--- src/rtl/core/kcp_ram.sv ---
// Generic simple dual-port RAM: one write port, one read port, registered read.
// Depends on nothing.
`default_nettype none

module kcp_ram #(
    parameter int WIDTH = 8,
    parameter int DEPTH = 16,
    localparam int AW = (DEPTH > 1) ? $clog2(DEPTH) : 1
) (
    input  wire logic             clk,
    input  wire logic             we,
    input  wire logic [AW-1:0]    waddr,
    input  wire logic [WIDTH-1:0] wdata,
    input  wire logic [AW-1:0]    raddr,
    output logic      [WIDTH-1:0] rdata
);

    logic [WIDTH-1:0] mem [DEPTH];

    // write port
    always_ff @(posedge clk)
    begin
        if (we)
        begin
            mem[waddr] <= wdata;
        end
    end

    // registered read
    always_ff @(posedge clk)
    begin
        rdata <= mem[raddr];
    end

endmodule : kcp_ram

`default_nettype wire

--- config.mk ---
export PLATFORM = sky130hd
export DESIGN_NAME = kcp_ram
export DESIGN_NICKNAME = d
export VERILOG_FILES = /design/src/rtl/core/kcp_ram.sv
export SDC_FILE = /design/constraint.sdc
export NUM_CORES = 1
export LEC_CHECK = 0
export BUFFER_PORTS_ARGS = -buffer_cell sky130_fd_sc_hd__clkbuf_2
export CAP_MARGIN = 40
export CORE_MARGIN = 2
export CORE_UTILIZATION = 54
export DETAILED_ROUTE_END_ITERATION = 8
export GPL_ROUTABILITY_DRIVEN = 0
export PLACE_DENSITY = 0.77
export SLEW_MARGIN = 15
export SYNTH_ARGS = -nofsm -noshare
export SYNTH_HDL_FRONTEND = slang
export SYNTH_SLANG_ARGS = --single-unit
export TNS_END_PERCENT = 50
--- constraint.sdc ---
create_clock -name clk -period 1.65 [get_ports clk]
set_input_delay 0.0825 -clock clk [delete_from_list [all_inputs] [get_ports clk]]
set_output_delay 0.0825 -clock clk [all_outputs]
set_load 0.005 [all_outputs]
==> impl_metrics.py <==
metrics = {
    "clocking": {
        "htreeDepth": 4,
        "clk_path_buf_depth": 2,
        "path_clk_slew_ns": 0.06,
        "cts-root-buf": "clkbuf_8",
        "tritoncts": "yes",
        "cts-buffers-inserted": 17,
        "clk-insertion-delay-late_ns": 0.51,
        "clkSinkCount": 136,
    },
    "logic_synthesis": {
        "postSynthNetCount": 247,
        "synth_cell_types": 19,
        "synthTopCellsByArea": "edfxtp_1 75%, mux4_2 7.9%, mux4_1 7.1%",
        "yosys_register_bits": 136,
        "synth_cells": 229,
        "syn_avg_cell_area_sq_um": 22.5,
        "synth_area_leader_cell": "edfxtp_1",
        "yosysWarnings": 0,
        "synth_top_area_share_pct": 74.7,
        "synthesis.area_sq_mm": 0.00515,
        "yosysSeqAreaShare_pct": 77.8,
    },
    "die": {
        "die-width_um": 102,
        "io_pins": 26,
        "num_rows": 35,
        "core_area_sq_mm": 0.00924,
        "start_util_pct": 55.7,
        "die_area_sq_mm": 0.0103,
        "die_y_um": 102,
    },
    "detailed_routing": {
        "drtPass1Iterations": 4,
        "drc_errors": 0,
        "drtIter0Drc": 257,
        "routedWlPerCell_um": 22.0,
        "antenna_left": 0,
        "vias": 2500,
        "vias_per_cell": 5.73,
        "routed_wl_um": 9590,
    },
    "timing": {
        "rsz0062_at_grt": "no",
        "max_freq_mhz": 733,
        "hold_violations": 0,
        "setup_viol": 0,
        "fin_tns_setup_ns": 0,
        "slew_violations": 0,
        "fin_skew_ns": 0.00727,
        "period_needed_ns": 1.36,
        "worst_pin_slew_ns": 0.416,
        "fin_crit_sh_pct": 82.7,
        "max_slew_margin_pct": 72.3,
    },
    "layout": {
        "drive_above_1_share_pct": 33.2,
        "layout_commonest_cell": "edfxtp_1",
        "insertedDiodeCount": 0,
        "final_area_sq_mm": 0.00620,
        "layout_common_cells": "128 x edfxtp_1, 25 x clkbuf_2, 25 x buf_4",
        "nets": 312,
        "area_growth_pct": 20.4,
    },
    "worst_setup_path": {
        "crit_family": "multiplexers",
        "crit_type": "register to register",
        "reg2reg_from": "mem[2][6]",
        "endpoint_kind": "register",
        "cp_slowest_cell": "mux4_2",
        "crit_required_ns": 2.03,
        "path_buf_inv": 0,
        "crit_path_cell_trace": "mux4_2 > a22oi_1 > nand2_1",
        "critPathMaxStageDelay_ns": 0.47,
        "cp-start-kind": "register",
        "cp_max_fo": 1,
        "arrival_ns": 1.75,
        "startpoint": "mem[2][6]",
    },
    "global_route": {
        "overflow": 0,
        "grt_pass1_wl_um": 14800,
        "grt_pass1_vias": 2597,
        "grt_antenna_before_repair": 0,
        "grt_max_degree": 23,
        "grt_usage_pct": 20.7,
    },
    "worst_hold_path": {
        "hold_start": "wdata[5]",
        "min_path_type": "primary input to register",
    },
    "place": {
        "dp_hpwl_um": 5990,
        "place_area_sq_mm": 0.00560,
        "port_buffers": 25,
    },
    "power_and_ir_drop": {
        "vdd_drop_max_mv": 0.772,
        "leakage_nw": 2.14,
        "powerDensity_mw_per_mm2": 1260,
    },
    "status": {
        "run_status": "completed",
    },
    "run": {
        "maxCapViolCount": 0,
    },
}
-- through the flow --
| stage | instances | total power [mW] | worst slack, ns | utilization (%) | hold slack [ns] |
|---|---|---|---|---|---|
| 3_5_place_dp | 401 | 4.32 | 0.134 | 60.6 | 0.455 |
| 5_1_grt | 436 | 8.03 | 0.225 | 67.1 | 0.0279 |
| 3_3_place_gp | 401 | 4.31 | 0.154 | 60.6 | 0.454 |
| 2_1_floorplan | 229 | 4.15 | 0.0746 | - | 0.181 |
| 4_1_cts | 436 | 7.88 | 0.278 | 67.1 | 0.00317 |
| 6_report | 436 | 7.83 | 0.286 | 67.1 | 0.0213 |
-- registers in the layout, indices dropped and copies added (netlist names) --
signal / flops
mem: 128
rdata: 8
-- worst reg2reg max path, cell delays in order (launching register included) --
cell and delay [ns]:
edfxtp_1 0.37, mux4_2 0.47, a22oi_1 0.29, nand2_1 0.12
-- power by group --
part / switching, mW / total [mW] / internal, mW
registers: 0.0230 / 3.89 / 3.86
clock network: 1.35 / 3.58 / 2.23
logic: 0.197 / 0.368 / 0.171
-- worst paths after layout --
kind | slack [ns] | to | cells after the start
worst max-delay path | 0.29 | rdata[6] | 3
worst min-delay path | 0.02 | mem[7][5] | 1
worst max register to register | 0.29 | rdata[6] | 3
worst min register to register | 0.67 | rdata[3] | 3
-- layer usage --
layer | up-vias | GRT usage, % | routed length [um]
met3 | 14 | 5.31 | 443
met2 | 84 | 32.0 | 4880
met1 | 1297 | 28.1 | 4070
li1 | 1105 | - | -
met5 | - | 0 | 0
met4 | 0 | 9.36 | 201
-- layout make-up --
cell class	instances	area, sq um
multi-input combinational	83	1060
clock buffer	21	449
sequential	136	4000
timing repair buffer	56	403
tap	129	161
clock inverter	11	125
fill	591	3040
-- cells in the mapped netlist (all sizes together) --
| library cell | count |
|---|---|
| a22oi | 16 |
| and2 | 1 |
| and2b | 1 |
| buf | 7 |
| clkdlybuf4s25 | 3 |
| dfxtp | 8 |
| edfxtp | 128 |
| mux4 | 32 |
| nand2 | 9 |
| nand2b | 2 |
| nand3 | 1 |
| nand3b | 2 |
| nor2 | 13 |
| nor2b | 1 |
| nor3 | 4 |
| or3b | 1 |
-- cells by family after synthesis --
group | share of synthesized area, %
AOI/OAI and AO/OA | 2.33
buffers and inverters | 1.68
DFF | 77.8
muxes | 15.0
and+or+nand+nor | 3.18
-- what timing repair did --
| action | 4_1_cts | 5_1_grt |
|---|---|---|
| setup buffers | 0 | 0 |
| gates resized for setup | 0 | 0 |
| hold buffers | 3 | 0 |
| endpoints found under the hold margin | 47 | 0 |
No activity file was read; power rests on OpenSTA's default activity.
