File: src/rtl/core/kcp_pkg.sv
// Shared types and constants for the k-core peeling unit.
// Depends on nothing; used by the output stage, the top level and the testbench.
`default_nettype none

package kcp_pkg;

    // Field widths of the item and the result
    localparam int MODE_W   = 2;
    localparam int IDX_W    = 16;
    localparam int VAL_W    = 17;
    localparam int DEG_W    = 12;
    localparam int VCOUNT_W = 13;

    // Largest degree a vertex can hold
    localparam logic [DEG_W-1:0] DEG_MAX = {DEG_W{1'b1}};

    // Item operation codes
    localparam logic [MODE_W-1:0] MODE_LOAD_OFFSET   = 2'd0;
    localparam logic [MODE_W-1:0] MODE_LOAD_NEIGHBOR = 2'd1;
    localparam logic [MODE_W-1:0] MODE_RUN           = 2'd2;
    localparam logic [MODE_W-1:0] MODE_QUERY         = 2'd3;

    typedef struct packed {
        logic [MODE_W-1:0] mode;
        logic [IDX_W-1:0]  index;
        logic [VAL_W-1:0]  value;
    } kcp_in_t;

    typedef struct packed {
        logic [DEG_W-1:0] core_number;
        logic [DEG_W-1:0] max_core;
        logic             error;
    } kcp_out_t;

endpackage : kcp_pkg

`default_nettype wire

File: src/rtl/core/kcp_out_reg.sv
// Output register stage for result items of the k-core peeling unit.
// Depends on kcp_pkg.
`default_nettype none

module kcp_out_reg
    import kcp_pkg::*;
(
    input  wire logic     clk,
    input  wire logic     rst_n,
    input  wire logic     load,
    input  wire kcp_out_t load_item,
    input  wire logic     out_stall,
    output logic          out_valid,
    output kcp_out_t      out_item,
    output logic          free
);

    logic     valid_reg;
    logic     valid_next;
    kcp_out_t item_reg;

    // stage is free when empty or its item leaves this cycle
    assign free = !valid_reg || !out_stall;

    always_comb
    begin
        valid_next = valid_reg;
        if (valid_reg && !out_stall)
        begin
            valid_next = 1'b0;
        end
        if (load)
        begin
            valid_next = 1'b1;
        end
    end

    always_ff @(posedge clk or negedge rst_n)
    begin
        if (!rst_n)
        begin
            valid_reg <= 1'b0;
        end
        else
        begin
            valid_reg <= valid_next;
        end
    end

    // payload, no reset
    always_ff @(posedge clk)
    begin
        if (load)
        begin
            item_reg <= load_item;
        end
    end

    assign out_valid = valid_reg;
    assign out_item  = item_reg;

endmodule : kcp_out_reg

`default_nettype wire

File: config.mk
export PLATFORM = sky130hd
export DESIGN_NAME = kcp_out_reg
export DESIGN_NICKNAME = d
export VERILOG_FILES = /design/src/rtl/core/kcp_pkg.sv /design/src/rtl/core/kcp_out_reg.sv
export SDC_FILE = /design/constraint.sdc
export NUM_CORES = 1
export LEC_CHECK = 0
export BUFFER_PORTS_ARGS = -buffer_cell sky130_fd_sc_hd__buf_2
export CAP_MARGIN = 20
export CORE_MARGIN = 2
export CORE_UTILIZATION = 35
export CTS_CLUSTER_SIZE = 24
export DETAILED_ROUTE_END_ITERATION = 8
export PLACE_DENSITY = 0.74
export SKIP_CTS_REPAIR_TIMING = 1
export SLEW_MARGIN = 20
export SYNTH_ARGS = -nofsm -noshare
export SYNTH_HDL_FRONTEND = slang
export SYNTH_SLANG_ARGS = --single-unit
File: constraint.sdc
create_clock -name clk -period 0.8 [get_ports clk]
set_clock_uncertainty 0.1 [all_clocks]
set_input_delay 0.04 -clock clk [delete_from_list [all_inputs] [get_ports clk]]
set_output_delay 0.04 -clock clk [all_outputs]
set_load 0.05 [all_outputs]
==> results.md <==
- For this run, design rule violations remaining after detail routing come to 0.
- In the routed layout, each cell is associated on average with a via count of 4.103.
- In the global route stage, met3 resource usage came out at 0.03216.
- The deepest clock path buffer count is 2.
- The instance area at placement is 1141 µm².
- The Yosys step of the flow raised 0 warnings.
- STA puts the critical path data arrival time at 960 ps.
- The proportion of layout cells with a drive suffix above 1 is 0.5299.
- The most common cell in the synthesized netlist is edfxtp_1.
- The first global-routing pass estimated 1966 µm of wire.
- The switching power is 0.0008836 W.
- The type of the worst setup path is reg2out.
- The clock latency on the worst-skew pair is 300 ps.
- The number of sinks handled by clock tree synthesis is 26.
- The power density over cell area is 1886 nW/µm².
- In this run the static leakage power is 0.6861 nW.
- 0 antenna diodes ended up in the layout.
- The critical path depth is 1.
- The checks that failed: negative setup slack.
- The first TritonRoute pass finished after 2 iterations.
- The mean instance size in the synthesized netlist is 28.11 µm².
- At the pin with the least slew margin, the transition time is 248.0 ps.
- The critical path goes through buf_2.
- The dominant cell type by area after synthesis is edfxtp_1.
- Of all nets on the critical path, the largest fanout is 3.
- The flow ran to the end, but the final reports show violations.
- In the final design database the tool counted 147 nets.
- The part of the Yosys area used for sequential elements is 0.9857.
- The area growth from synthesis to layout is 105.1%.
- The TritonCTS clock tree is yes.
- Max-cap violations in this run came to 0.
- In the synthesized netlist the dominant register cell turns out to be edfxtp_1.
- The synthesized net count is 57.
- The worst hold path class is in2reg.
- The worst path required time is 660 ps.
- The worst hold path startpoint is load.
- The critical path endpoint is out_valid.
- Ranked by instance count, the synthesized netlist is headed by edfxtp_1 (25), a21o_1 (1), dfrtp_1 (1), nand2_1 (1).
- The post-route clock period utilization is 1.380.
- The type of element launching the critical path is a flip-flop.
- The sum of routed wire length over all layers is 1864 µm.
- The initial utilization of the core area, before any placement, comes to 0.3627.
- Detailed placement ended at an HPWL of 1106 µm.
- The weighted congestion at the end of routability-driven global placement is 0.6126.
- The type of destination of the critical path is an output pin.
- The DRC marker count from the first detailed-route iteration is 2.
- After routing the design area is 1614 µm².
- The die outline area is 2644 µm².
- Across all hold checks on the routed design, the worst slack comes to 11.50 ps.
- The number of enable-type register cells in the synthesized netlist is 25.
- Counting I/O delays and the setup requirement, the final critical path takes 1104 ps.
- The least setup slack across all paths after layout is -304.2 ps.
- The initial antenna violation count was 0.
- Dividing the detail-routed wire length by the instance count gives 12.86 µm.
- The count of buffer and inverter cells on the critical path is 1.
- Setup violations remaining at the end of the flow were counted as 27.
- The met2 capacity usage during global routing is 0.1752.
- The number of slew-limit violations in the final report is 0.
- The buffer type at the clock tree root is clkbuf_4.
- The worst vdd rail ir drop is 0.001482 V.
- The launching instance or port of the critical path is out_valid.
- The count of final hold-check violations is 0.
- In this run the critical register-to-register path is launched from out_valid.
- The largest net degree at the start of global routing is 18.
- The floorplan step defined a core boundary enclosing 2170 µm².
- In the synthesized netlist, the number of instances is 28.
- In this run the number of H-tree levels came out at 1.
- The share of the synthesized area in the top cell type is 0.9539.
- After global routing the overflow that remains totals 0.
- The number of synthesized register bits is 26.
- The met1 global-route usage is 0.1223.
- After clock tree synthesis, the clock-pin slew on the worst setup and hold paths is 130 ps.
- In this design, the stage delay of the slowest critical-path cell is 400 ps.
- The global-route layer with the greatest usage is met2.
- In this run the remaining antenna-violating nets after routing total 0.
- The share of synthesized flip-flops with an asynchronous set or reset is 0.03846.
- In this run the tightest slew margin relative to its limit is 0.8358.
- Yosys attributes the largest share of cell area to edfxtp_1 (95%), dfrtp_1 (3.2%), a21o_1 (0.95%).
- The sequential group share of total power is 0.545.
- Of the total power, the clock network draws 0.177.
- The kind of cell with the highest combined delay on the critical path is flip-flops.
- The via count of the first global-routing pass is 444.
- The fraction of power spent switching nets is 0.2903.
- Yosys mapped the design onto 4 distinct sky130hd cell types.
- The capture instance of the worst register-to-register path is out_valid.
- In this run the tool buffered the top-level ports with 55 buffer cells.
- The setup slack of the most critical reg-to-reg path is 10 ps.
- The synthesized netlist occupies a cell area of 787.0 µm².
- From left edge to right edge, the die measures 51.42 µm.
- The vias after detailed routing is 595.
- The height of the die is 51.42 µm.
- Setup repair after global routing could not meet its margin everywhere.
- For this run, the total global-route usage over all layers was measured as 0.1071.
- The number of clock buffers added by TritonCTS is 3.
- The I/O pin total is 56.
- The largest individual stage delay along the critical path comes from the cell dfrtp_2.
- The achievable frequency is 905.6 MHz.
- For the final routed database, the setup TNS stands at -5911 ps.
- The design internal power is 0.002160 W.
- The share of total power dissipated in combinational logic is 0.277.
- The floorplan row count is 17.
- Counting cells, the worst reg-to-reg path comes to 1.
## layer usage
layer,wire length [µm],vias up
li1,-,290
met3,106,2
met4,19,0
met5,0,-
met2,1099,25
met1,639,278
## through the flow
step,std cells,setup slack [ps],total power [W],utilization
2_1_floorplan,28,-104.7,0.002065,-
3_3_place_gp,113,-28.38,0.002262,0.5260
3_5_place_dp,113,-37.97,0.002273,0.5260
4_1_cts,117,-393.6,0.002796,0.5381
5_1_grt,145,-340.5,0.003144,0.7439
6_report,145,-304.2,0.003044,0.7439
## registers in the layout, summed over array words and instances, names as in the netlist
register   flops
out_valid      1
out_item      25
## cells in the final DEF, fill, tap and decap left out
cell	instances
dlygate4sd3_1	28
dfrtp_2	1
buf_2	29
a21o_1	1
clkbuf_4	3
buf_12	2
nand2_2	1
buf_8	1
buf_6	25
edfxtp_1	25
clkbuf_1	1
## cells by family (layout without fill, tap and decap cells)
kind of cell | after synthesis | in the layout | synth area share
AND/OR/NAND/NOR | 1 | 1 | 0.004765
buffers and inverters | 0 | 89 | 0
flip-flops | 26 | 26 | 0.9857
AO/OA/AOI/OAI | 1 | 1 | 0.009543
## area by class of cell
class / instances / area (µm²)
Clock buffer: 4 / 26.28
Fill cell: 157 / 555.5
Multi-Input combinational cell: 2 / 13.76
Sequential cell: 26 / 777.0
Tap cell: 28 / 35.03
Timing Repair Buffer: 85 / 762.0
## power groups by stage
stage                     clock network (W)  registers (W)  logic (W)
after floorplan                           0        0.00205  0.0000175
after global placement                    0        0.00166   0.000603
after detailed placement                  0        0.00166   0.000609
after CTS                          0.000554        0.00163   0.000609
after global routing               0.000601        0.00167   0.000874
final                              0.000540        0.00166   0.000844
## how the worst min path moves through the flow
stage,endpoint,cells after the start
floorplan,out_valid,0
global placement,out_valid,1
detailed placement,out_valid,1
CTS,out_valid,1
global route,out_item[17],2
finish,out_valid,3
Power figures use the tool's default switching activity.
